**src/hw/rtl/jbt_pkg.sv**
```systemverilog
package jbt_pkg;

    // scanner modes
    typedef enum logic [2:0] {
        MODE_STRUCT = 3'd0,
        MODE_BARE   = 3'd1,
        MODE_STRING = 3'd2,
        MODE_UTF8   = 3'd3,
        MODE_ESC    = 3'd4
    } t_mode;

    localparam logic [7:0] CH_TAB    = 8'h09;
    localparam logic [7:0] CH_LF     = 8'h0A;
    localparam logic [7:0] CH_CR     = 8'h0D;
    localparam logic [7:0] CH_SPACE  = 8'h20;
    localparam logic [7:0] CH_QUOTE  = 8'h22;
    localparam logic [7:0] CH_COMMA  = 8'h2C;
    localparam logic [7:0] CH_MINUS  = 8'h2D;
    localparam logic [7:0] CH_SLASH  = 8'h2F;
    localparam logic [7:0] CH_COLON  = 8'h3A;
    localparam logic [7:0] CH_LBRACK = 8'h5B;
    localparam logic [7:0] CH_BSLASH = 8'h5C;
    localparam logic [7:0] CH_RBRACK = 8'h5D;
    localparam logic [7:0] CH_BTICK  = 8'h60;
    localparam logic [7:0] CH_LBRACE = 8'h7B;
    localparam logic [7:0] CH_RBRACE = 8'h7D;
    localparam logic [7:0] CH_LOW_B  = 8'h62;
    localparam logic [7:0] CH_LOW_F  = 8'h66;
    localparam logic [7:0] CH_LOW_N  = 8'h6E;
    localparam logic [7:0] CH_LOW_R  = 8'h72;
    localparam logic [7:0] CH_LOW_T  = 8'h74;
    localparam logic [7:0] CH_LOW_U  = 8'h75;

endpackage

```
**src/hw/rtl/jbt_scan.sv**
```systemverilog
module jbt_scan #(
    parameter int POS_BITS   = 16,
    parameter int DEPTH_BITS = 8
) (
    input  logic [7:0]            i_data_byte,
    input  logic                  i_first_byte,
    input  jbt_pkg::t_mode        i_mode,
    input  logic [DEPTH_BITS-1:0] i_depth,
    input  logic [1:0]            i_utf8_left,
    input  logic [POS_BITS-1:0]   i_pos,
    input  logic [POS_BITS-1:0]   i_mark,
    input  logic                  i_err,
    output jbt_pkg::t_mode        o_mode,
    output logic [DEPTH_BITS-1:0] o_depth,
    output logic [1:0]            o_utf8_left,
    output logic [POS_BITS-1:0]   o_pos,
    output logic [POS_BITS-1:0]   o_mark,
    output logic                  o_err,
    output logic                  o_cap_valid,
    output logic [POS_BITS-1:0]   o_cap_start,
    output logic [POS_BITS-1:0]   o_cap_len
);

    localparam logic [DEPTH_BITS-1:0] DepthMax = {DEPTH_BITS{1'b1}};
    localparam logic [DEPTH_BITS-1:0] DepthOne = DEPTH_BITS'(1);
    localparam logic [DEPTH_BITS-1:0] DepthZero = '0;

    jbt_pkg::t_mode        cur_mode;
    logic [DEPTH_BITS-1:0] cur_depth;
    logic [1:0]            cur_left;
    logic [POS_BITS-1:0]   cur_pos;
    logic [POS_BITS-1:0]   cur_mark;
    logic                  cur_err;
    logic                  do_struct;
    logic [POS_BITS-1:0]   mark_s;
    logic                  bare_term;
    logic                  bare_ok;

    // a new document starts from the reset state
    assign cur_mode  = i_first_byte ? jbt_pkg::MODE_STRUCT : i_mode;
    assign cur_depth = i_first_byte ? DepthZero : i_depth;
    assign cur_left  = i_first_byte ? 2'd0 : i_utf8_left;
    assign cur_pos   = i_first_byte ? '0 : i_pos;
    assign cur_mark  = i_first_byte ? '0 : i_mark;
    assign cur_err   = i_first_byte ? 1'b0 : i_err;

    assign o_pos = cur_pos + POS_BITS'(1);

    assign bare_term = (i_data_byte == jbt_pkg::CH_TAB) || (i_data_byte == jbt_pkg::CH_SPACE)
                    || (i_data_byte == jbt_pkg::CH_CR) || (i_data_byte == jbt_pkg::CH_LF)
                    || (i_data_byte == jbt_pkg::CH_COMMA)
                    || (i_data_byte == jbt_pkg::CH_RBRACK)
                    || (i_data_byte == jbt_pkg::CH_RBRACE);
    assign bare_ok = (i_data_byte >= 8'h21) && (i_data_byte <= 8'h7E)
                  && (i_data_byte != jbt_pkg::CH_BTICK);

    always_comb begin
        o_mode      = cur_mode;
        o_depth     = cur_depth;
        o_utf8_left = cur_left;
        o_mark      = cur_mark;
        o_err       = cur_err;
        o_cap_valid = 1'b0;
        o_cap_start = '0;
        o_cap_len   = '0;
        do_struct   = 1'b0;
        mark_s      = cur_mark;

        if (!cur_err) begin
            case (cur_mode)
                jbt_pkg::MODE_STRUCT: begin
                    do_struct = 1'b1;
                end
                jbt_pkg::MODE_BARE: begin
                    if (bare_term) begin
                        // literal ends before this byte; byte is then rescanned as structure
                        if (cur_depth == DepthOne) begin
                            o_cap_valid = 1'b1;
                            o_cap_start = cur_mark;
                            o_cap_len   = cur_pos - cur_mark;
                            mark_s      = cur_pos - POS_BITS'(1);
                            o_mark      = mark_s;
                        end
                        o_mode    = jbt_pkg::MODE_STRUCT;
                        do_struct = 1'b1;
                    end else if (!bare_ok) begin
                        o_err = 1'b1;
                    end
                end
                jbt_pkg::MODE_STRING: begin
                    if (i_data_byte == jbt_pkg::CH_QUOTE) begin
                        if (cur_depth == DepthOne) begin
                            o_cap_valid = 1'b1;
                            o_cap_start = cur_mark;
                            o_cap_len   = cur_pos - cur_mark;
                            o_mark      = cur_pos - POS_BITS'(1);
                        end
                        o_mode = jbt_pkg::MODE_STRUCT;
                    end else if (i_data_byte == jbt_pkg::CH_BSLASH) begin
                        o_mode = jbt_pkg::MODE_ESC;
                    end else if (i_data_byte >= 8'h20 && i_data_byte <= 8'h7E) begin
                        o_mode = cur_mode;
                    end else if (i_data_byte >= 8'hC0 && i_data_byte <= 8'hDF) begin
                        o_mode      = jbt_pkg::MODE_UTF8;
                        o_utf8_left = 2'd1;
                    end else if (i_data_byte >= 8'hE0 && i_data_byte <= 8'hEF) begin
                        o_mode      = jbt_pkg::MODE_UTF8;
                        o_utf8_left = 2'd2;
                    end else if (i_data_byte >= 8'hF0 && i_data_byte <= 8'hF7) begin
                        o_mode      = jbt_pkg::MODE_UTF8;
                        o_utf8_left = 2'd3;
                    end else begin
                        o_err = 1'b1;
                    end
                end
                jbt_pkg::MODE_UTF8: begin
                    if (i_data_byte >= 8'h80 && i_data_byte <= 8'hBF) begin
                        o_utf8_left = cur_left - 2'd1;
                        if (cur_left == 2'd1) begin
                            o_mode = jbt_pkg::MODE_STRING;
                        end
                    end else begin
                        o_err = 1'b1;
                    end
                end
                jbt_pkg::MODE_ESC: begin
                    case (i_data_byte) inside
                        jbt_pkg::CH_QUOTE, jbt_pkg::CH_BSLASH, jbt_pkg::CH_SLASH,
                        jbt_pkg::CH_LOW_B, jbt_pkg::CH_LOW_F, jbt_pkg::CH_LOW_N,
                        jbt_pkg::CH_LOW_R, jbt_pkg::CH_LOW_T, jbt_pkg::CH_LOW_U: begin
                            o_mode = jbt_pkg::MODE_STRING;
                        end
                        default: begin
                            o_err = 1'b1;
                        end
                    endcase
                end
                default: begin
                    o_err = 1'b1;
                end
            endcase

            if (do_struct) begin
                case (i_data_byte) inside
                    jbt_pkg::CH_TAB, jbt_pkg::CH_SPACE, jbt_pkg::CH_CR, jbt_pkg::CH_LF,
                    jbt_pkg::CH_COLON, jbt_pkg::CH_COMMA: begin
                        o_depth = cur_depth;
                    end
                    jbt_pkg::CH_QUOTE: begin
                        if (cur_depth == DepthOne) begin
                            o_mark = cur_pos + POS_BITS'(1);
                        end
                        o_mode = jbt_pkg::MODE_STRING;
                    end
                    jbt_pkg::CH_LBRACK, jbt_pkg::CH_LBRACE: begin
                        if (cur_depth == DepthMax) begin
                            o_err = 1'b1;
                        end else begin
                            if (cur_depth == DepthOne) begin
                                o_mark = cur_pos;
                            end
                            o_depth = cur_depth + DepthOne;
                        end
                    end
                    jbt_pkg::CH_RBRACK, jbt_pkg::CH_RBRACE: begin
                        if (cur_depth == DepthZero) begin
                            o_err = 1'b1;
                        end else begin
                            o_depth = cur_depth - DepthOne;
                            // container closing back to depth one is captured whole
                            if (cur_depth == DEPTH_BITS'(2)) begin
                                o_cap_valid = 1'b1;
                                o_cap_start = mark_s;
                                o_cap_len   = cur_pos - mark_s + POS_BITS'(1);
                                o_mark      = cur_pos;
                            end
                        end
                    end
                    [8'h30:8'h39], jbt_pkg::CH_MINUS, jbt_pkg::CH_LOW_T, jbt_pkg::CH_LOW_F,
                    jbt_pkg::CH_LOW_N: begin
                        if (cur_depth == DepthOne) begin
                            o_mark = cur_pos;
                        end
                        o_mode = jbt_pkg::MODE_BARE;
                    end
                    default: begin
                        o_err = 1'b1;
                    end
                endcase
            end
        end
    end

endmodule

```
**src/hw/rtl/json_byte_tokenizer.sv**
```systemverilog
// Channel  Direction  Handshake          Payload
// in       request    i_valid / o_stall  i_data_byte, i_first_byte, i_last_byte
// out      result     o_valid / i_stall  o_capture_*, o_parse_error, o_doc_done, o_end_depth
//
// One byte per cycle sustained while the output is not stalled; each request passes the input
// register, then scanner logic into the result register.
// Scanner state updates in the same cycle the byte moves to the result register.
// Synchronous active-low reset clears scanner state and both stages.
// Output stall holds the result register; the input register still takes one byte while the result waits.
module json_byte_tokenizer #(
    parameter int POS_BITS   = 16,
    parameter int DEPTH_BITS = 8
) (
    input  logic        i_clk,
    input  logic        i_rst_n,
    input  logic        i_valid,
    output logic        o_stall,
    input  logic [7:0]  i_data_byte,
    input  logic        i_first_byte,
    input  logic        i_last_byte,
    output logic        o_valid,
    input  logic        i_stall,
    output logic        o_capture_valid,
    output logic [15:0] o_capture_start,
    output logic [15:0] o_capture_length,
    output logic        o_parse_error,
    output logic        o_doc_done,
    output logic [7:0]  o_end_depth
);

    localparam int ExtW = DEPTH_BITS + 8;

    logic                  r_in_valid;
    logic [7:0]            r_in_byte;
    logic                  r_in_first;
    logic                  r_in_last;

    jbt_pkg::t_mode        r_mode;
    logic [DEPTH_BITS-1:0] r_depth;
    logic [1:0]            r_utf8_left;
    logic [POS_BITS-1:0]   r_pos;
    logic [POS_BITS-1:0]   r_mark;
    logic                  r_err;

    jbt_pkg::t_mode        n_mode;
    logic [DEPTH_BITS-1:0] n_depth;
    logic [1:0]            n_utf8_left;
    logic [POS_BITS-1:0]   n_pos;
    logic [POS_BITS-1:0]   n_mark;
    logic                  n_err;
    logic                  n_cap_valid;
    logic [POS_BITS-1:0]   n_cap_start;
    logic [POS_BITS-1:0]   n_cap_len;

    logic                  r_out_valid;
    logic                  r_cap_valid;
    logic [15:0]           r_cap_start;
    logic [15:0]           r_cap_len;
    logic                  r_perr;
    logic                  r_done;
    logic [7:0]            r_end_depth;

    logic                  fire;
    logic [ExtW-1:0]       depth_ext;
    logic [7:0]            depth_sat;

    assign fire    = r_in_valid && (!r_out_valid || !i_stall);
    assign o_stall = r_in_valid && !fire;

    jbt_scan #(
        .POS_BITS   (POS_BITS),
        .DEPTH_BITS (DEPTH_BITS)
    ) u_scan (
        .i_data_byte  (r_in_byte),
        .i_first_byte (r_in_first),
        .i_mode       (r_mode),
        .i_depth      (r_depth),
        .i_utf8_left  (r_utf8_left),
        .i_pos        (r_pos),
        .i_mark       (r_mark),
        .i_err        (r_err),
        .o_mode       (n_mode),
        .o_depth      (n_depth),
        .o_utf8_left  (n_utf8_left),
        .o_pos        (n_pos),
        .o_mark       (n_mark),
        .o_err        (n_err),
        .o_cap_valid  (n_cap_valid),
        .o_cap_start  (n_cap_start),
        .o_cap_len    (n_cap_len)
    );

    assign depth_ext = ExtW'(n_depth);
    assign depth_sat = (depth_ext > ExtW'(255)) ? 8'hFF : depth_ext[7:0];

    always_ff @(posedge i_clk) begin
        if (!i_rst_n) begin
            r_in_valid  <= 1'b0;
            r_out_valid <= 1'b0;
            r_mode      <= jbt_pkg::MODE_STRUCT;
            r_depth     <= '0;
            r_utf8_left <= 2'd0;
            r_pos       <= '0;
            r_mark      <= '0;
            r_err       <= 1'b0;
        end else begin
            if (!r_in_valid || fire) begin
                r_in_valid <= i_valid;
            end
            if (fire) begin
                r_out_valid <= 1'b1;
                r_mode      <= n_mode;
                r_depth     <= n_depth;
                r_utf8_left <= n_utf8_left;
                r_pos       <= n_pos;
                r_mark      <= n_mark;
                r_err       <= n_err;
            end else if (!i_stall) begin
                r_out_valid <= 1'b0;
            end
        end
    end

    always_ff @(posedge i_clk) begin
        if (i_valid && (!r_in_valid || fire)) begin
            r_in_byte  <= i_data_byte;
            r_in_first <= i_first_byte;
            r_in_last  <= i_last_byte;
        end
        if (fire) begin
            r_cap_valid <= n_cap_valid;
            r_cap_start <= 16'(n_cap_start);
            r_cap_len   <= 16'(n_cap_len);
            r_perr      <= n_err;
            r_done      <= r_in_last;
            r_end_depth <= r_in_last ? depth_sat : 8'd0;
        end
    end

    assign o_valid          = r_out_valid;
    assign o_capture_valid  = r_cap_valid;
    assign o_capture_start  = r_cap_start;
    assign o_capture_length = r_cap_len;
    assign o_parse_error    = r_perr;
    assign o_doc_done       = r_done;
    assign o_end_depth      = r_end_depth;

    // a capture never coincides with a set error flag
    a_cap_no_err: assert property (@(posedge i_clk) disable iff (!i_rst_n)
        o_valid && o_capture_valid |-> !o_parse_error)
        else $error("capture reported with error set");

    a_cap_zero: assert property (@(posedge i_clk) disable iff (!i_rst_n)
        o_valid && !o_capture_valid |-> o_capture_start == 16'd0 && o_capture_length == 16'd0)
        else $error("capture fields not cleared");

    a_depth_zero: assert property (@(posedge i_clk) disable iff (!i_rst_n)
        o_valid && !o_doc_done |-> o_end_depth == 8'd0)
        else $error("end depth set before last byte");

    a_stall_cause: assert property (@(posedge i_clk) disable iff (!i_rst_n)
        o_stall |-> r_out_valid && i_stall && r_in_valid)
        else $error("input stalled without output back-pressure");

endmodule
```
**config.mk**
```make
export PLATFORM = sky130hd
export DESIGN_NAME = json_byte_tokenizer
export DESIGN_NICKNAME = d
export VERILOG_FILES = /design/src/hw/rtl/jbt_pkg.sv /design/src/hw/rtl/jbt_scan.sv /design/src/hw/rtl/json_byte_tokenizer.sv
export SDC_FILE = /design/constraint.sdc
export NUM_CORES = 1
export LEC_CHECK = 0
export BUFFER_PORTS_ARGS = -buffer_cell sky130_fd_sc_hd__buf_2
export CORE_ASPECT_RATIO = 0.7
export CORE_MARGIN = 2
export CORE_UTILIZATION = 45
export CTS_BUF_LIST = sky130_fd_sc_hd__clkbuf_8
export DETAILED_ROUTE_END_ITERATION = 6
export PLACE_DENSITY = 0.64
export SYNTH_ARGS = -nofsm -noshare
export SYNTH_HDL_FRONTEND = slang
export SYNTH_SLANG_ARGS = --single-unit
```
**constraint.sdc**
```tcl
create_clock -name i_clk -period 5.6 [get_ports i_clk]
set_clock_uncertainty 0.1 [all_clocks]
set_input_delay 0 -clock i_clk [delete_from_list [all_inputs] [get_ports i_clk]]
set_output_delay 0 -clock i_clk [all_outputs]
set_load 0.02 [all_outputs]
```
Yosys cells after proc, flatten, opt, wreduce, memory -nomap -nowiden
Cells that the tools add are included.
{"block": "word_totals", "ff_bits": 101, "inputBits": 14, "output_inout_bits": 45, "word_cells": 217}
{"block": "op_classes", "n_addsub": 8, "order_cmp": 14, "eq_ne": 30, "muxes": 118, "reduce_logical": 30}
{"cell": "$mux W16", "n": 39}
{"cell": "$pmux W16 S2", "n": 3}
{"cell": "$eq A8 B7 Y1 const B", "n": 11}
{"cell": "$mux W8", "n": 10}
{"cell": "$mux W3", "n": 18}
{"cell": "$eq A8 B6 Y1 const B", "n": 6}
{"cell": "$mux W1", "n": 34}
{"cell": "$add A16 B1 Y16 const B", "n": 2}
{"cell": "$ge A8 B8 Y1 const B", "n": 4}
{"cell": "$le A8 B8 Y1 const B", "n": 4}
{"cell": "$sub A16 B16 Y16", "n": 2}
{"cell": "$eq A8 B4 Y1 const B", "n": 3}
{"cell": "$ge A8 B6 Y1 const B", "n": 3}
{"cell": "$mux W2", "n": 9}
{"cell": "$sub A16 B1 Y16 const B", "n": 1}
{"cell": "$pmux W3 S4", "n": 1}
{"cell": "$logic_and A1 B1 Y1", "n": 11}
{"cell": "$reduce_or A9 Y1", "n": 1}
{"cell": "$add A8 B1 Y8 const B", "n": 1}
{"cell": "$eq A8 B1 Y1 const B", "n": 1}
{"cell": "$eq A8 B2 Y1 const B", "n": 1}
{"cell": "$eq A8 B8 Y1 const B", "n": 1}
{"cell": "$gt A8 B8 Y1 const B", "n": 1}
{"cell": "$le A8 B6 Y1 const B", "n": 1}
{"cell": "other kinds (19)", "n": 32}

Logic depth before layout (Yosys ltp)
{"block": "depth", "depth_word": 19, "ltp_mapped": 29, "depth_no_buf": 23}

Cells and area by module
From an unflattened synthesis, not the netlist that was laid out.
{"block": "unflattened", "hier_cells": 1169, "hier_area_um2": 9059.9}
{"mod": "jbt_scan", "n_inst": 1, "cells_per_inst": 901, "area_per_inst_um2": 5484.0, "seq_area_each_um2": 0.0}
{"mod": "json_byte_tokenizer", "n_inst": 1, "cells_per_inst": 268, "area_per_inst_um2": 3575.9, "seq_area_each_um2": 2552.4}

Least setup slack after synthesis
OpenSTA, ideal clock, no wires.
{"block": "synth_timing", "kind": "reg-to-reg", "from": "reg r_in_first", "to": "reg r_cap_len[14], in the netlist o_capture_length[14] (data pin)", "setup_ns": 0.262, "t_arrival_ns": 5.052, "t_required_ns": 5.238, "path_slack_ns": 0.186, "stages_incl_launch_ff": 26, "path_buffers": 6, "synth_period_minus_slack_ns": 5.414, "cell_sequence": "edfxtp_1 buf_2 inv_1 buf_1 clkbuf_1 nand2_1 inv_1 ha_1 and2_0 buf_2 buf_2 nand2_1 buf_2 a21oi_1 ha_1 ha_1 a21o_1 a21o_1 a2111oi_0 nor3_1 o31a_1 o21ai_0 nand2b_1 a31oi_1 xor2_1 o22ai_1"}
{"block": "synth_via", "elab_chain_cells": 15, "elab_cells_between_ends": 32, "cone_classes": "add/sub: 4; eq/ne: 4; mux: 22; reduce/logical: 2"}
{"element": "from (decl)", "line_no": "json_byte_tokenizer.sv:35", "source": "logic r_in_first;"}
{"element": "from (signal assigned)", "line_no": "json_byte_tokenizer.sv:127", "source": "r_in_first <= i_first_byte;"}
{"element": "$mux W16 / $mux W8 (equally long branches)", "line_no": "jbt_scan.sv:43, jbt_scan.sv:41"}
{"element": "$sub A16 B1 Y16 / $eq A8 B1 Y1 (equally long branches)", "line_no": "jbt_scan.sv:81, jbt_scan.sv:77, jbt_scan.sv:92"}
{"element": "$mux W16", "line_no": "jbt_scan.sv:77", "source": "if (cur_depth == DepthOne) begin"}
{"element": "$mux W16", "line_no": "jbt_scan.sv:75", "source": "if (bare_term) begin"}
{"element": "$mux W16", "line_no": "jbt_scan.sv:70", "source": "case (cur_mode)"}
{"element": "$mux W16", "line_no": "jbt_scan.sv:69", "source": "if (!cur_err) begin"}
{"element": "$sub A16 B16 Y16", "line_no": "jbt_scan.sv:174", "source": "o_cap_len = cur_pos - mark_s + POS_BITS'(1);"}
{"element": "$add A16 B1 Y16", "line_no": "jbt_scan.sv:174"}
{"element": "$mux W16", "line_no": "jbt_scan.sv:171", "source": "if (cur_depth == DEPTH_BITS'(2)) begin"}
{"element": "$mux W16", "line_no": "jbt_scan.sv:166", "source": "if (cur_depth == DepthZero) begin"}
{"element": "$mux W16 (4 in a row)", "line_no": "jbt_scan.sv:144", "source": "case (i_data_byte) inside"}
{"element": "$mux W16", "line_no": "jbt_scan.sv:143", "source": "if (do_struct) begin"}
{"element": "to (signal assigned)", "line_no": "json_byte_tokenizer.sv:133", "source": "r_cap_len <= 16'(n_cap_len);"}
{"element": "to (decl)", "line_no": "json_byte_tokenizer.sv:58", "source": "logic [15:0] r_cap_len;"}
Several ways; a longest one is shown, not always the timed one. The select of a mux whose other input is x is not followed.
A chain may end at the register's enable or synchronous reset.

Worst setup path in the final report
{"block": "layout_timing", "from": "reg r_depth[4]", "to": "reg r_cap_len[14], in the netlist o_capture_length[14] (data pin)"}
{"block": "layout_via", "elab_chain_cells": 15, "elab_cells_between_ends": 21, "cone_classes": "add/sub: 2; eq/ne: 2; mux: 16; reduce/logical: 1"}
{"element": "from (decl)", "line_no": "json_byte_tokenizer.sv:39", "source": "logic [DEPTH_BITS-1:0] r_depth;"}
{"element": "from (signal assigned)", "line_no": "json_byte_tokenizer.sv:113", "source": "r_depth <= n_depth;"}
{"element": "$mux W8 *", "line_no": "jbt_scan.sv:41", "source": "assign cur_depth = i_first_byte ? DepthZero : i_depth;"}
{"element": "$eq A8 B1 Y1", "line_no": "jbt_scan.sv:77, jbt_scan.sv:92"}
{"element": "$mux W16", "line_no": "jbt_scan.sv:77"}
{"element": "$mux W16", "line_no": "jbt_scan.sv:75"}
{"element": "$mux W16", "line_no": "jbt_scan.sv:70"}
{"element": "$mux W16", "line_no": "jbt_scan.sv:69"}
{"element": "$sub A16 B16 Y16", "line_no": "jbt_scan.sv:174"}
{"element": "$add A16 B1 Y16", "line_no": "jbt_scan.sv:174"}
{"element": "$mux W16", "line_no": "jbt_scan.sv:171"}
{"element": "$mux W16", "line_no": "jbt_scan.sv:166"}
{"element": "$mux W16 (4 in a row)", "line_no": "jbt_scan.sv:144"}
{"element": "$mux W16 *", "line_no": "jbt_scan.sv:143"}
Every way passes the cells marked *; elsewhere a longest branch is shown, timed or not. The select of a mux whose other input is x is not followed.

==> flow_summary.json <==
{
  "syn-num-nets": 1225,
  "antenna_left": 0,
  "num_vias": 8999,
  "fin_tns_setup_ns": 0,
  "die_w_um": 171,
  "cp.arrival_ns": 5.27,
  "grt_pass1_vias": 8186,
  "fin_ws_ns": 0.384,
  "synth_edf_count": 53,
  "top_level_ports": 59,
  "max_freq_mhz": 192,
  "p_leak_nw": 3.69,
  "grt_max_degree": 71,
  "cts.sinks": 101,
  "max-vdd-ir-drop_uv": 102,
  "dp_hpwl_mm": 19.8,
  "worstSetupEndpointType": "flip-flop",
  "numCtsBuffers": 9,
  "die_h_um": 121,
  "syn_avg_cell_area_um2": 7.57,
  "grt_overflow": 0,
  "finalSetupViolCount": 0,
  "ys_async_sr_fraction_pct": 0,
  "synthToLayoutAreaGrowth_pct": 8.78,
  "syn_area_um2": 8820,
  "synth-seq-area-share_pct": 28.9,
  "maxSlewHeadroom_pct": 32.1,
  "antenna_found_initial": 0,
  "power_density_nw_per_um2": 177,
  "synth_cell_types": 86,
  "worstPathMaxFanout": 9,
  "crit_required_ns": 5.65,
  "initial_core_util_pct": 46.2,
  "via_per_inst": 6.16,
  "rows": 42,
  "rsz0062_at_grt": "no",
  "clk_pin_slew_ns": 0.11,
  "synth-seq-cells": 101,
  "grt_pass1_wl_mm": 44.6,
  "cts_tree": "built",
  "finalHoldViolCount": 0,
  "drc": 0,
  "place.gp.congestion": 0.948,
  "min_path_type": "in2reg",
  "gr-usage-all-layers_pct": 27.6,
  "path_class": "reg2reg",
  "outcome": "completed",
  "synthFlopType": "edfxtp_1",
  "clkLatencyLatePin_ns": 0.42,
  "drt_wl_total_mm": 27.9,
  "slew_viol_final": 0,
  "yosys_warnings": 0,
  "first_iter_violations": 1108,
  "dieArea_um2": 20800,
  "cts_buffer_depth": 2,
  "coreArea_um2": 19100,
  "maxCapViolCount": 0,
  "dp_slack_ns": 0.441,
  "fillers": 1891,
  "cts_resized": 0,
  "antenna_cells": 0,
  "min_period_over_period_pct": 93.1,
  "layout-drive-gt1-share_pct": 11.3,
  "startpoint_type": "flip-flop",
  "cts_root_buffer": "clkbuf_8",
  "drt_pass1_iterations": 6,
  "synthesis.instances": 1166,
  "portBuffers": 58,
  "max_slew.worst_pin.slew_ns": 1.02,
  "finalCriticalPeriod_ns": 5.22,
  "wl_per_cell_um": 19.1,
  "nNetsFinal": 1251,
  "cts-htree-levels": 3
}
[layout make-up]
| type | count | area, µm² | share of cell area [%] |
|---|---|---|---|
| Clock buffer | 11 | 151 | 1.58 |
| Inverter | 39 | 146 | 1.53 |
| Sequential cell | 101 | 2550 | 26.6 |
| Tap cell | 264 | 330 | 3.44 |
| Timing Repair Buffer | 102 | 668 | 6.96 |
| Clock inverter | 5 | 21.3 | 0.222 |
| Multi-Input combinational cell | 939 | 5730 | 59.7 |
[layer usage]
layer / global-route usage [%] / routed length (µm) / vias to the layer above
li1: - / - / 4293
met1: 40.9 / 13100 / 4226
met2: 38.8 / 11400 / 441
met3: 7.08 / 2990 / 39
met4: 8.47 / 476 / 0
met5: 0 / 0 / -
[registers in the layout, indices dropped and copies added, names as in the netlist]
name              count
o_capture_length     16
o_capture_start      16
o_capture_valid       1
o_doc_done            1
o_end_depth           8
o_parse_error         1
o_valid               1
r_depth               8
r_err                 1
r_in_byte             8
r_in_first            1
r_in_last             1
r_in_valid            1
r_mark               16
r_mode                3
r_pos                16
r_utf8_left           2
[worst max-delay path, stage by stage (launching register included)]
cell and delay (ns):
dfxtp_1 0.42, nor4_2 0.43, o21a_1 0.29, and2_0 0.40, nand2_1 0.26, nor2_1 0.16, a21oi_1 0.07, ha_1 0.31
ha_1 0.30, a21o_1 0.18, a21o_1 0.21, a2111oi_0 0.50, buf_4 0.20, nor3_1 0.07, o31a_1 0.29, o21ai_0 0.17
nand2b_1 0.12, a31oi_1 0.20, xor2_1 0.16, o22ai_1 0.09
[cells in the final DEF, fill, tap and decap left out, types with 33 or more instances in the layout]
cell	count
o21ai_0	75
a31oi_1	33
nand2_1	118
buf_2	58
nor3_1	37
nor2_1	155
inv_1	40
dfxtp_1	48
nor2b_1	33
a21oi_1	100
edfxtp_1	53
ha_1	43
[cell usage after synthesis, types with 4 or more instances]
library cell    n  area, µm²
buf_6           4       45.0
a32oi_1         6       52.6
a31oi_1        33        206
a21oi_1       100        500
or2_2           4       25.0
inv_1          38        143
dfxtp_1        48        961
a221oi_1       14        123
and3_1         15       93.8
o21bai_1        4       30.0
o22ai_1        16        100
o32ai_1         6       52.6
nor4_2          4       50.1
nand3_1        27        135
o31a_1          4       35.0
or4_1           7       52.6
a211oi_1       10       75.1
a22oi_1        16        120
xor2_1         19        166
nor2_1        156        586
buf_1           5       18.8
a21o_1         18        135
mux2i_1         6       60.1
ha_1           43        538
buf_2          27        135
nand2b_1       12       75.1
nor4_1          5       31.3
clkbuf_1       48        180
nor3b_1         4       30.0
edfxtp_1       53       1590
and2_1          8       50.1
nand3b_1        4       30.0
xnor2_1        32        280
o211ai_1        8       60.1
o21ai_1         9       45.0
o21ai_0        75        375
or3_1           6       37.5
o31ai_1        11       82.6
nand2_1       118        443
nand4_1         8       50.1
nor2b_1        34        213
o21a_1          9       67.6
nor3_1         37        185
[kinds of logic after synthesis]
group | share of synthesized area, %
AND/OR/NAND/NOR | 26.1
XOR/XNOR | 5.06
multiplexers | 0.936
adder cells (fa/ha/maj) | 6.55
flip-flops | 28.9
buffers and inverters | 6.21
AO/OA/AOI/OAI | 26.2
[where the power goes]
group / total (mW) / internal, mW / leakage (nW) / switching, mW
Sequential: 0.837 / 0.806 / 0.911 / 0.0314
Combinational: 0.404 / 0.150 / 2.68 / 0.254
Clock: 0.458 / 0.180 / 0.103 / 0.278
[timing repair]
action	in CTS	in global routing
buffers inserted	0	1
setup endpoints to repair	0	1
hold buffers	14	0
hold endpoints to repair	18	0
[metrics by stage]
stage                     instance area, µm²  utilization, %  hold slack, ns  total power, mW  instances
final                                   9600            50.3           0.183             1.70       1461
after global routing                    9600            50.3           0.187             1.78       1461
after CTS                               9590            50.3           0.179             1.70       1460
after detailed placement                9280            48.6          0.0781             1.24       1430
after global placement                  9280            48.6          0.0792             1.24       1430
after floorplan                         8820               -        -0.00113             1.14       1166
[final timing paths]
path         cells after the start           start  slack, ns              endpoint
min                              2  i_data_byte[2]       0.18          r_in_byte[2]
max                             19      r_depth[4]       0.38  o_capture_length[14]
min reg2reg                      2      r_in_valid       0.40               o_valid
max reg2reg                     19      r_depth[4]       0.38  o_capture_length[14]
Power figures use the tool's default switching activity.
